===== config.mk =====
export PLATFORM = sky130hd
export DESIGN_NAME = frustum_aabb_cull_unit
export DESIGN_NICKNAME = d
export VERILOG_FILES = /design/src/design/facu_pkg.sv /design/src/design/frustum_aabb_cull_unit.sv
export VERILOG_INCLUDE_DIRS = /design/src /design/src/design
export SDC_FILE = /design/constraint.sdc
export NUM_CORES = 2
export LEC_CHECK = 0
export ABC_AREA = 0
export BUFFER_PORTS_ARGS = -buffer_cell sky130_fd_sc_hd__clkbuf_2
export CAP_MARGIN = 20
export CORE_UTILIZATION = 53
export CTS_CLUSTER_SIZE = 40
export DETAILED_ROUTE_END_ITERATION = 10
export PLACE_DENSITY = 0.73
export SLEW_MARGIN = 5
export SYNTH_ARGS = -nofsm -noshare
export SYNTH_HDL_FRONTEND = slang
export SYNTH_SLANG_ARGS = --single-unit

===== constraint.sdc =====
create_clock -name clk -period 10.1 [get_ports clk]
set_input_delay 1.01 -clock clk [delete_from_list [all_inputs] [get_ports clk]]
set_output_delay 1.01 -clock clk [all_outputs]
set_load 0.03 [all_outputs]

===== src/design/frustum_aabb_cull_unit_assert.svh =====
// Assertion macros for the frustum box cull unit.
// Each macro samples on clk and is disabled while rst_n is low.
`ifndef FRUSTUM_AABB_CULL_UNIT_ASSERT_SVH
`define FRUSTUM_AABB_CULL_UNIT_ASSERT_SVH

`define FACU_ASSERT(lbl, prop, msg) \
  lbl: assert property (@(posedge clk) disable iff (!rst_n) prop) else $error(msg);

`define FACU_IMPLIES(lbl, ante, cons, msg) \
  `FACU_ASSERT(lbl, (ante) |-> (cons), msg)

`define FACU_NEXT(lbl, ante, cons, msg) \
  `FACU_ASSERT(lbl, (ante) |=> (cons), msg)

`endif


===== src/design/facu_pkg.sv =====
`default_nettype none

package facu_pkg;

  localparam int PLANE_COUNT_DEF = 6;
  localparam int PLANE_IDX_W     = 3;
  localparam int COEF_W          = 32;
  localparam int EXT_W           = 31;
  localparam int CORNER_W        = 33;
  localparam int PROD_W          = 65;
  localparam int ACC_W           = 67;
  localparam int D_SHIFT         = 16;

  localparam logic OP_LOAD = 1'b0;
  localparam logic OP_TEST = 1'b1;

  localparam logic [1:0] AXIS_X = 2'd0;
  localparam logic [1:0] AXIS_Y = 2'd1;
  localparam logic [1:0] AXIS_Z = 2'd2;

  typedef struct packed {
    logic signed [COEF_W-1:0] a;
    logic signed [COEF_W-1:0] b;
    logic signed [COEF_W-1:0] c;
    logic signed [COEF_W-1:0] d;
  } plane_t;

endpackage

`default_nettype wire


===== src/design/frustum_aabb_cull_unit.sv =====
`default_nettype none
// Channel   Direction  Signals
// in_       input      in_valid, in_ready, in_operation, in_plane_index, plane and box fields
// out_      output     out_valid, out_ready, out_visible
//
// A plane load is taken and gives no result.
// A box test holds in_ready low until its result is registered: one shared signed multiplier
// forms one coefficient-times-corner product a cycle, three per plane, against the
// corner that maximizes the plane sum; an adder then accumulates and checks the sign.
// The result sits in an output register until it is taken; a later test waits in ST_FIN.
// Reset clears the control state and marks all planes as zero.

`include "frustum_aabb_cull_unit_assert.svh"

module frustum_aabb_cull_unit #(
  parameter int PLANE_COUNT = facu_pkg::PLANE_COUNT_DEF
) (
  input  wire logic                                   clk,
  input  wire logic                                   rst_n,
  input  wire logic                                   in_valid,
  output logic                                        in_ready,
  input  wire logic                                   in_operation,
  input  wire logic        [facu_pkg::PLANE_IDX_W-1:0] in_plane_index,
  input  wire logic signed [facu_pkg::COEF_W-1:0]     in_plane_a,
  input  wire logic signed [facu_pkg::COEF_W-1:0]     in_plane_b,
  input  wire logic signed [facu_pkg::COEF_W-1:0]     in_plane_c,
  input  wire logic signed [facu_pkg::COEF_W-1:0]     in_plane_d,
  input  wire logic signed [facu_pkg::COEF_W-1:0]     in_box_x,
  input  wire logic signed [facu_pkg::COEF_W-1:0]     in_box_y,
  input  wire logic signed [facu_pkg::COEF_W-1:0]     in_box_z,
  input  wire logic        [facu_pkg::EXT_W-1:0]      in_extent_x,
  input  wire logic        [facu_pkg::EXT_W-1:0]      in_extent_y,
  input  wire logic        [facu_pkg::EXT_W-1:0]      in_extent_z,
  output logic                                        out_valid,
  input  wire logic                                   out_ready,
  output logic                                        out_visible
);

  localparam int PIDX_W = (PLANE_COUNT > 1) ? $clog2(PLANE_COUNT) : 1;
  localparam int CW     = facu_pkg::CORNER_W;
  localparam int PW     = facu_pkg::PROD_W;
  localparam int AW     = facu_pkg::ACC_W;
  localparam int DW     = facu_pkg::COEF_W;

  typedef enum logic [1:0] {
    ST_IDLE,
    ST_RUN,
    ST_DRAIN,
    ST_FIN
  } state_t;

  state_t                  state_r;
  logic [PIDX_W-1:0]       plane_r;
  logic [1:0]              axis_r;
  logic signed [CW-1:0]    lo_r [3];
  logic signed [CW-1:0]    hi_r [3];
  logic signed [PW-1:0]    prod_r;
  logic signed [AW-1:0]    acc_r;
  logic                    add_en_r;
  logic                    add_last_r;
  logic                    cull_r;
  logic                    out_valid_r;
  logic                    visible_r;
  logic [PLANE_COUNT-1:0]  plane_vld_r;
  facu_pkg::plane_t        plane_mem [PLANE_COUNT];

  facu_pkg::plane_t        row;
  logic signed [DW-1:0]    coef;
  logic signed [CW-1:0]    corner;
  logic signed [PW-1:0]    prod_nxt;
  logic signed [AW-1:0]    sum;
  logic signed [AW-1:0]    d_term;
  logic                    in_acc;
  logic                    wr_ok;
  logic [PIDX_W-1:0]       wr_idx;

  assign in_ready    = rst_n && (state_r == ST_IDLE);
  assign in_acc      = in_valid && in_ready;
  assign out_valid   = out_valid_r;
  assign out_visible = visible_r;
  assign wr_ok       = ({1'b0, in_plane_index} < 4'(PLANE_COUNT));
  assign wr_idx      = in_plane_index[PIDX_W-1:0];

  always_comb begin
    row = plane_vld_r[plane_r] ? plane_mem[plane_r] : '0;
    unique case (axis_r)
      facu_pkg::AXIS_X: begin
        coef   = row.a;
        corner = row.a[DW-1] ? lo_r[0] : hi_r[0];
      end
      facu_pkg::AXIS_Y: begin
        coef   = row.b;
        corner = row.b[DW-1] ? lo_r[1] : hi_r[1];
      end
      facu_pkg::AXIS_Z: begin
        coef   = row.c;
        corner = row.c[DW-1] ? lo_r[2] : hi_r[2];
      end
      default: begin
        coef   = '0;
        corner = '0;
      end
    endcase
    prod_nxt = PW'(coef) * PW'(corner);
    sum      = acc_r + {{(AW-PW){prod_r[PW-1]}}, prod_r};
    d_term   = {{(AW-DW-facu_pkg::D_SHIFT){row.d[DW-1]}}, row.d, {facu_pkg::D_SHIFT{1'b0}}};
  end

  always_ff @(posedge clk) begin
    if (in_acc && (in_operation == facu_pkg::OP_LOAD) && wr_ok) begin
      plane_mem[wr_idx] <= '{a: in_plane_a, b: in_plane_b, c: in_plane_c, d: in_plane_d};
    end
  end

  always_ff @(posedge clk) begin
    if (!rst_n) begin
      state_r     <= ST_IDLE;
      out_valid_r <= 1'b0;
      add_en_r    <= 1'b0;
      plane_vld_r <= '0;
    end else begin
      if (out_valid_r && out_ready && (state_r != ST_FIN)) begin
        out_valid_r <= 1'b0;
      end
      if (add_en_r) begin
        if (!add_last_r) begin
          acc_r <= sum;
        end
        if (add_last_r && sum[AW-1]) begin
          cull_r <= 1'b1;
        end
      end
      add_en_r <= (state_r == ST_RUN);
      unique case (state_r)
        ST_IDLE: begin
          if (in_acc) begin
            if (in_operation == facu_pkg::OP_LOAD) begin
              if (wr_ok) begin
                plane_vld_r[wr_idx] <= 1'b1;
              end
            end else begin
              lo_r[0] <= CW'(in_box_x);
              lo_r[1] <= CW'(in_box_y);
              lo_r[2] <= CW'(in_box_z);
              hi_r[0] <= CW'(in_box_x) + CW'({1'b0, in_extent_x});
              hi_r[1] <= CW'(in_box_y) + CW'({1'b0, in_extent_y});
              hi_r[2] <= CW'(in_box_z) + CW'({1'b0, in_extent_z});
              plane_r <= '0;
              axis_r  <= facu_pkg::AXIS_X;
              cull_r  <= 1'b0;
              state_r <= ST_RUN;
            end
          end
        end
        ST_RUN: begin
          prod_r     <= prod_nxt;
          add_last_r <= (axis_r == facu_pkg::AXIS_Z);
          if (axis_r == facu_pkg::AXIS_X) begin
            acc_r <= d_term;
          end
          unique case (axis_r)
            facu_pkg::AXIS_X: axis_r <= facu_pkg::AXIS_Y;
            facu_pkg::AXIS_Y: axis_r <= facu_pkg::AXIS_Z;
            default: begin
              axis_r <= facu_pkg::AXIS_X;
              if (plane_r == PIDX_W'(PLANE_COUNT - 1)) begin
                state_r <= ST_DRAIN;
              end else begin
                plane_r <= plane_r + PIDX_W'(1);
              end
            end
          endcase
        end
        ST_DRAIN: begin
          state_r <= ST_FIN;
        end
        ST_FIN: begin
          if (!out_valid_r || out_ready) begin
            out_valid_r <= 1'b1;
            visible_r   <= !cull_r;
            state_r     <= ST_IDLE;
          end
        end
        default: begin
          state_r <= ST_IDLE;
        end
      endcase
    end
  end

  `FACU_IMPLIES(a_rose_from_fin, $rose(out_valid_r), $past(state_r == ST_FIN), "result without test")
  `FACU_IMPLIES(a_add_in_test, add_en_r, (state_r == ST_RUN || state_r == ST_DRAIN), "stray add")
  `FACU_IMPLIES(a_plane_wrap, (add_last_r && add_en_r && state_r == ST_RUN), (axis_r == facu_pkg::AXIS_X), "axis misaligned")
  `FACU_NEXT(a_test_starts, (in_acc && in_operation == facu_pkg::OP_TEST), (state_r == ST_RUN && plane_r == '0), "test did not start")

endmodule

`default_nettype wire

# Yosys cells after proc, flatten, opt, wreduce, memory -nomap -nowiden
# Memory sizes are Yosys's and may differ from the RTL's. A register that Yosys moved wholly into a read port is not among the register bits.
# Cells that the tools add are included.
[word_totals]
register_bits = 150
mem_bits_rw = 966
in_bits = 325
out_inout_bits = 3
wordCells = 105
memories = 3
[mem_list]
columns = ["memory", "depth", "width", "rd", "rd_clocked_by_memory_dff", "wr", "line_no", "source"]
rows = [
  ["plane_mem", 6, 128, 1, 1, 1, "frustum_aabb_cull_unit.sv:65", "facu_pkg::plane_t plane_mem [PLANE_COUNT];"],
  ["hi_r", 3, 33, 3, 0, 3, "frustum_aabb_cull_unit.sv:56", "logic signed [CW-1:0] hi_r [3];"],
  ["lo_r", 3, 33, 3, 0, 3, "frustum_aabb_cull_unit.sv:55", "logic signed [CW-1:0] lo_r [3];"],
]
[op_classes]
add_sub_neg = 5
n_mul = 1
order_cmp = 4
eq_ne = 13
mux = 45
bitwise_logic = 2
reduce_logical = 21
[op_table]
columns = ["op", "n"]
rows = [
  ["$mux 67", 4],
  ["$mux 128", 1],
  ["$add 32x32->33", 3],
  ["$mux 33", 3],
  ["$pmux 33 s3", 1],
  ["$pmux 32 s3", 1],
  ["$add 67x67->67", 1],
  ["$mul 32x33->65", 1],
  ["$mux 1", 17],
  ["$mux 3", 5],
  ["$mux 2", 7],
  ["$ne 2x2->1 const B", 6],
  ["$logic_and 1x1->1", 8],
  ["$lt 3x4->1 const B", 2],
  ["$pmux 2 s2", 2],
  ["$pmux 2 s4", 1],
  ["$reduce_and 4->1", 2],
  ["$eq 2x2->1 const B", 3],
  ["$or 6x6->6", 1],
  ["$pmux 3 s2", 1],
  ["$reduce_and 6->1", 1],
  ["$reduce_and 5->1", 1],
  ["$eq 2x1->1 const B", 2],
  ["$logic_not 2->1", 2],
  ["other kinds (14)", 15],
]

# Depth between registers and ports, before layout
[depth]
ltp_word = 7
depth_mapped = 42
mapped_depth_nobuf = 37

# Worst setup path after synthesis
# OpenSTA, ideal clock, no wires.
[synth_timing]
path_kind = "in2reg"
start = "in rst_n"
end = "mem plane_mem[0][0] in the netlist's numbering, enable pin"
setup_time_ns = 0.776
arrival_time_ns = 10.333
required_time_ns = 9.324
setup_slack_ns = -1.009
stages = 4
n_path_buf = 0
path_cell_list = "and2_1 and3_1 nand2b_1 nor3_1"
[synth_via]
elab_chain_len = 6
[synth_lines]
columns = ["element", "line_no", "source"]
rows = [
  ["start, declared", "frustum_aabb_cull_unit.sv:19", "input wire logic rst_n,"],
  ["$logic_and 1x1->1", "frustum_aabb_cull_unit.sv:77", "assign in_ready = rst_n && (state_r == ST_IDLE);"],
  ["$logic_and 1x1->1", "frustum_aabb_cull_unit.sv:78", "assign in_acc = in_valid && in_ready;"],
  ["$logic_and 1x1->1 (2 in a row)", "frustum_aabb_cull_unit.sv:110", "if (in_acc && (in_operation == facu_pkg::OP_LOAD) && wr_ok) begin"],
  ["$mux 1", "frustum_aabb_cull_unit.sv:110", ""],
  ["$mux 1 (not written as such)", "frustum_aabb_cull_unit.sv:111", "plane_mem[wr_idx] <= '{a: in_plane_a, b: in_plane_b, c: in_plane_c, d: in_plane_d};"],
  ["end, declared", "frustum_aabb_cull_unit.sv:65", ""],
]
# No other way between the ends.

# Worst setup path after layout
[layout_timing]
start = "reg plane_r[0]"
end = "reg prod_r[64], data pin"
[layout_via]
elab_chain_len = 6
word_cells_on_any_way = 9
cone_classes = "mul: 1; mux: 8"
[layout_lines]
columns = ["element", "line_no", "source"]
rows = [
  ["start, declared", "frustum_aabb_cull_unit.sv:53", "logic [PIDX_W-1:0] plane_r;"],
  ["start signal, assigned", "frustum_aabb_cull_unit.sv:169", "plane_r <= plane_r + PIDX_W'(1);"],
  ["$bmux 1 s3 *", "frustum_aabb_cull_unit.sv:85", "row = plane_vld_r[plane_r] ? plane_mem[plane_r] : '0;"],
  ["$mux 1 (not written as such) *", "frustum_aabb_cull_unit.sv:85", ""],
  ["$mux 128 *", "frustum_aabb_cull_unit.sv:85", ""],
  ["$mux 33 (on tied branches)", "frustum_aabb_cull_unit.sv:97, frustum_aabb_cull_unit.sv:89, frustum_aabb_cull_unit.sv:93", ""],
  ["$pmux 33 s3", "frustum_aabb_cull_unit.sv:86", "unique case (axis_r)"],
  ["$mul 32x33->65 *", "frustum_aabb_cull_unit.sv:104", "prod_nxt = PW'(coef) * PW'(corner);"],
  ["via prod_nxt[64]", "frustum_aabb_cull_unit.sv:70", "logic signed [PW-1:0] prod_nxt;"],
  ["end signal, assigned", "frustum_aabb_cull_unit.sv:156", "prod_r <= prod_nxt;"],
  ["end, declared", "frustum_aabb_cull_unit.sv:57", "logic signed [PW-1:0] prod_r;"],
]
# Mark *: on every way through the listed nets, which the timed path passes. The rest lies on a longest branch. The select of a mux whose other input is x is not followed.
# A chain may end at the register's enable or synchronous reset.

==> impl_results.html <==
<table>
<tr><th>Metric</th><th>Value</th></tr>
<tr><th colspan="2">STA</th></tr>
<tr><td>Transition time at the pin with the least slew margin</td><td>1.28 ns</td></tr>
<tr><td>Count of endpoints failing hold in the final timing report</td><td>0</td></tr>
<tr><td>Post-route clock period utilization</td><td>100%</td></tr>
<tr><td>Number of endpoints failing setup at the final stage</td><td>2</td></tr>
<tr><td>Final setup margin</td><td>-0.0445 ns</td></tr>
<tr><td>Final max-slew violation count</td><td>0</td></tr>
<tr><td>Clock skew</td><td>0.0764 ns</td></tr>
<tr><td>Unrepaired setup endpoints after global routing</td><td>yes</td></tr>
<tr><td>Relative slew slack</td><td>13.8%</td></tr>
<tr><td>F_max</td><td>98.6 MHz</td></tr>
<tr><td>Shortest period the worst path allows</td><td>10.14 ns</td></tr>
<tr><th colspan="2">Yosys</th></tr>
<tr><td>Share of synthesized registers carrying an async set or reset</td><td>0%</td></tr>
<tr><td>Synth Area per Inst</td><td>11.7 um^2</td></tr>
<tr><td>Synth Register Bits</td><td>1116</td></tr>
<tr><td>Fraction of the yosys area taken by sequential cells</td><td>38.0%</td></tr>
<tr><td>Commonest register cell after synthesis</td><td>sky130_fd_sc_hd__edfxtp_1</td></tr>
<tr><td>Synth Cell Area</td><td>87900 um^2</td></tr>
<tr><td>Synthesis warning total</td><td>0</td></tr>
<tr><td>Post-synthesis cell type with the largest combined area</td><td>sky130_fd_sc_hd__edfxtp_1</td></tr>
<tr><td>Net count after synthesis</td><td>9301</td></tr>
<tr><td>Top cells by area, synth</td><td>sky130_fd_sc_hd__edfxtp_1 (38%), sky130_fd_sc_hd__fa_1 (25%), sky130_fd_sc_hd__inv_1 (5.0%), sky130_fd_sc_hd__ha_1 (5.0%), sky130_fd_sc_hd__mux4_2 (4.1%)</td></tr>
<tr><td>Count of cell types in the netlist</td><td>89</td></tr>
<tr><td>Count of flip-flops with a built-in enable after synthesis</td><td>1103</td></tr>
<tr><td>Cell count after synthesis</td><td>7509</td></tr>
<tr><td>Proportion of netlist area held by the largest area contributor</td><td>37.7%</td></tr>
<tr><th colspan="2">GRT</th></tr>
<tr><td>Global-route met3 utilization</td><td>5.41%</td></tr>
<tr><td>Met2 Track Usage GR</td><td>49.3%</td></tr>
<tr><td>Grt ovf</td><td>0</td></tr>
<tr><td>Total routing usage reported by global routing</td><td>30.4%</td></tr>
<tr><td>Number of antenna violations at the first check in global routing</td><td>12</td></tr>
<tr><td>Global-route wire length before repair</td><td>382000 um</td></tr>
<tr><td>Global routing's busiest layer</td><td>met2</td></tr>
<tr><td>Global-route met1 utilization</td><td>40.7%</td></tr>
<tr><td>Largest net degree at the start of global routing</td><td>130</td></tr>
<tr><td>Via count of the first global-routing pass</td><td>62.8k</td></tr>
<tr><th colspan="2">Final layout</th></tr>
<tr><td>Share of layout cells above drive strength 1</td><td>19.1%</td></tr>
<tr><td>Most frequent standard cell in the layout excluding fill and tap cells</td><td>sky130_fd_sc_hd__inv_1</td></tr>
<tr><td>Commonest cells after routing, fill and taps aside</td><td>sky130_fd_sc_hd__inv_1 (1155), sky130_fd_sc_hd__edfxtp_1 (1103), sky130_fd_sc_hd__fa_1 (1078)</td></tr>
<tr><td>Nets@finish</td><td>10.0k</td></tr>
<tr><td>Synth-to-Final Area Change</td><td>16.1%</td></tr>
<tr><td>Final core area utilization</td><td>62.0%</td></tr>
<tr><th colspan="2">Min path</th></tr>
<tr><td>Class of the most critical hold timing path</td><td>primary input to flip-flop</td></tr>
<tr><th colspan="2">Clock tree</th></tr>
<tr><td># hold bufs at CTS</td><td>0</td></tr>
<tr><td>Clock Sinks</td><td>1116</td></tr>
<tr><td>Clock tree buffer depth</td><td>3</td></tr>
<tr><td>Insertion delay of the later-clocked pin in the worst-skew pair</td><td>0.80 ns</td></tr>
<tr><td>H-tree depth</td><td>3</td></tr>
<tr><td>Clock tree from TritonCTS</td><td>built</td></tr>
<tr><td>Clock input transition at the sequential cells of the worst setup and hold paths</td><td>0.06 ns</td></tr>
<tr><td>Total CTS buffers</td><td>113</td></tr>
<tr><td>Library cell used as clock root buffer</td><td>sky130_fd_sc_hd__clkbuf_16</td></tr>
<tr><th colspan="2">Power</th></tr>
<tr><td>Power per cell area</td><td>141 nW/um^2</td></tr>
<tr><td>Overall Power</td><td>14.4 mW</td></tr>
<tr><td>VDD IR max</td><td>0.178 mV</td></tr>
<tr><td>Leakage power of the design</td><td>42.8 nW</td></tr>
<tr><th colspan="2">Drt</th></tr>
<tr><td>Mean routed wirelength per cell</td><td>24.0 um</td></tr>
<tr><td>Number of remaining DRC errors</td><td>0</td></tr>
<tr><td>Wirelength, routed</td><td>253000 um</td></tr>
<tr><td>Antenna viol nets, final</td><td>0</td></tr>
<tr><td>1st-iter DRT viols</td><td>5263</td></tr>
<tr><td>Routed vias/inst</td><td>5.72</td></tr>
<tr><td>First-pass iteration count of the detailed router</td><td>6</td></tr>
<tr><td>Routed vias</td><td>60.2k</td></tr>
<tr><th colspan="2">Flow run</th></tr>
<tr><td>Count of maximum capacitance violations</td><td>0</td></tr>
<tr><th colspan="2">Critical path</th></tr>
<tr><td>Most frequent cell on the critical path</td><td>sky130_fd_sc_hd__fa_1</td></tr>
<tr><td>Largest driver fanout on the critical path</td><td>7</td></tr>
<tr><td>Kind of launch point of the worst setup path</td><td>flip-flop</td></tr>
<tr><td>Slowest library cell on the worst path</td><td>sky130_fd_sc_hd__fa_1</td></tr>
<tr><td>Worst Path Required</td><td>10.64 ns</td></tr>
<tr><td>CP arrival</td><td>10.68 ns</td></tr>
<tr><td>Worst Setup End Kind</td><td>flip-flop</td></tr>
<tr><td>Crit Path Category</td><td>flip-flop to flip-flop</td></tr>
<tr><td>Delay of the slowest critical-path stage</td><td>0.56 ns</td></tr>
<tr><th colspan="2">Floorplan</th></tr>
<tr><td>Area inside the core boundary</td><td>165000 um^2</td></tr>
<tr><td># IOs</td><td>328</td></tr>
<tr><td>Floorplan row count</td><td>149</td></tr>
<tr><td>Initial Util</td><td>53.4%</td></tr>
<tr><td>Die height</td><td>409 um</td></tr>
<tr><td>Overall die area</td><td>168000 um^2</td></tr>
<tr><td>Die width</td><td>409 um</td></tr>
<tr><th colspan="2">Run status</th></tr>
<tr><td>Outcome</td><td>finished, violations left</td></tr>
<tr><td>Violated checks</td><td>negative setup slack</td></tr>
<tr><th colspan="2">Placement</th></tr>
<tr><td>Post-DP HPWL</td><td>195000 um</td></tr>
<tr><td>Placer's final routability congestion estimate</td><td>0.999</td></tr>
<tr><td>IO Port Bufs</td><td>327</td></tr>
</table>
[registers in the layout, summed over array words and instances (netlist names), 2 cells and up, named ones only]
signal	cells
axis_r	2
lo_r	96
plane_r	3
state_r	2
hi_r	99
acc_r	67
prod_r	65
plane_vld_r	6
plane_mem	768
[metrics by stage]
stage / instances / area (um^2) / setup WS, ns / setup TNS, ns / hold WS (ns)
global placement: 10200 / 96300 / -0.613 / -6.01 / 0.454
floorplan: 7509 / 88000 / 0.176 / 0 / 0.435
global route: 10500 / 102000 / -0.283 / -2.15 / 0.424
CTS: 10500 / 101000 / -0.00553 / -0.00553 / 0.395
detailed placement: 10200 / 96300 / -0.670 / -8.76 / 0.458
finish: 10500 / 102000 / -0.0445 / -0.0629 / 0.443
[layer usage]
layer | wire, um | vias to the layer above
met4 | 10600 | 12
met5 | 70 | -
met2 | 120000 | 2551
li1 | - | 26500
met3 | 19800 | 478
met1 | 102000 | 30700
[path summary, 6_finish.rpt]
path                  start        endpoint  slack [ns]  cells past startpoint
max              plane_r[0]      prod_r[64]       -0.04                     41
min             in_box_z[0]     lo_r[0][66]        0.44                      1
max reg2reg      plane_r[0]      prod_r[64]       -0.04                     41
min reg2reg  plane_vld_r[0]  plane_vld_r[0]        0.49                      1
[repair_timing]
action,4_1_cts,5_1_grt
endpoints found under the setup margin,26,23
gates resized for setup,94,233
setup buffers,22,40
pin swaps,31,105
gates cloned,0,1
[report_power, final]
part | internal, mW | switching, mW
clock | 2.57 | 1.87
sequential | 5.40 | 0.124
combinational | 1.85 | 2.60
total | 9.83 | 4.59
[kinds of logic after synthesis]
kind of cell | Yosys count | synth area share, %
adder cells (fa/ha/maj) | 1467 | 30.4
XOR/XNOR | 204 | 2.03
buffers and inverters | 1521 | 6.67
multiplexers | 355 | 6.37
AND/OR/NAND/NOR | 1865 | 9.23
AO/OA/AOI/OAI | 981 | 7.35
flip-flops | 1116 | 38.0
[Yosys cell counts, types with 34 or more instances]
cell type,instances
sky130_fd_sc_hd__xor2_1,58
sky130_fd_sc_hd__nor2b_1,64
sky130_fd_sc_hd__o21a_1,38
sky130_fd_sc_hd__nor3_1,35
sky130_fd_sc_hd__fa_1,1116
sky130_fd_sc_hd__clkbuf_1,233
sky130_fd_sc_hd__a21oi_1,282
sky130_fd_sc_hd__nor2_1,662
sky130_fd_sc_hd__o21ai_0,169
sky130_fd_sc_hd__edfxtp_1,1103
sky130_fd_sc_hd__inv_1,1175
sky130_fd_sc_hd__xnor2_1,146
sky130_fd_sc_hd__o211ai_1,48
sky130_fd_sc_hd__a211oi_1,42
sky130_fd_sc_hd__mux2_2,34
sky130_fd_sc_hd__buf_2,73
sky130_fd_sc_hd__nand2b_1,126
sky130_fd_sc_hd__a21o_1,157
sky130_fd_sc_hd__mux2i_1,161
sky130_fd_sc_hd__and2_1,77
sky130_fd_sc_hd__nand3_1,63
sky130_fd_sc_hd__ha_1,351
sky130_fd_sc_hd__mux4_2,160
sky130_fd_sc_hd__a31oi_1,37
sky130_fd_sc_hd__nand2_1,730
[worst max-delay path, delay by kind of cell, from the launching register on]
family / cells / cell delay, ns
AO/OA/AOI/OAI: 12 / 2.50
XOR/XNOR: 1 / 0.08
adder cells (fa/ha/maj): 9 / 4.33
buffers and inverters: 13 / 1.58
flip-flops: 1 / 0.45
multiplexers: 3 / 0.51
AND/OR/NAND/NOR: 3 / 0.42
[layout make-up]
class	instances	area, um^2
multi-input cells	4872	50000
inverters	1177	4430
repair buffers	953	7570
diodes	5	12.5
flip-flops and latches	1116	33400
well taps	2189	2740
clock buffers	143	3020
clock inverters	71	942
fillers	12800	62700
(Power assumes the default switching activity.)
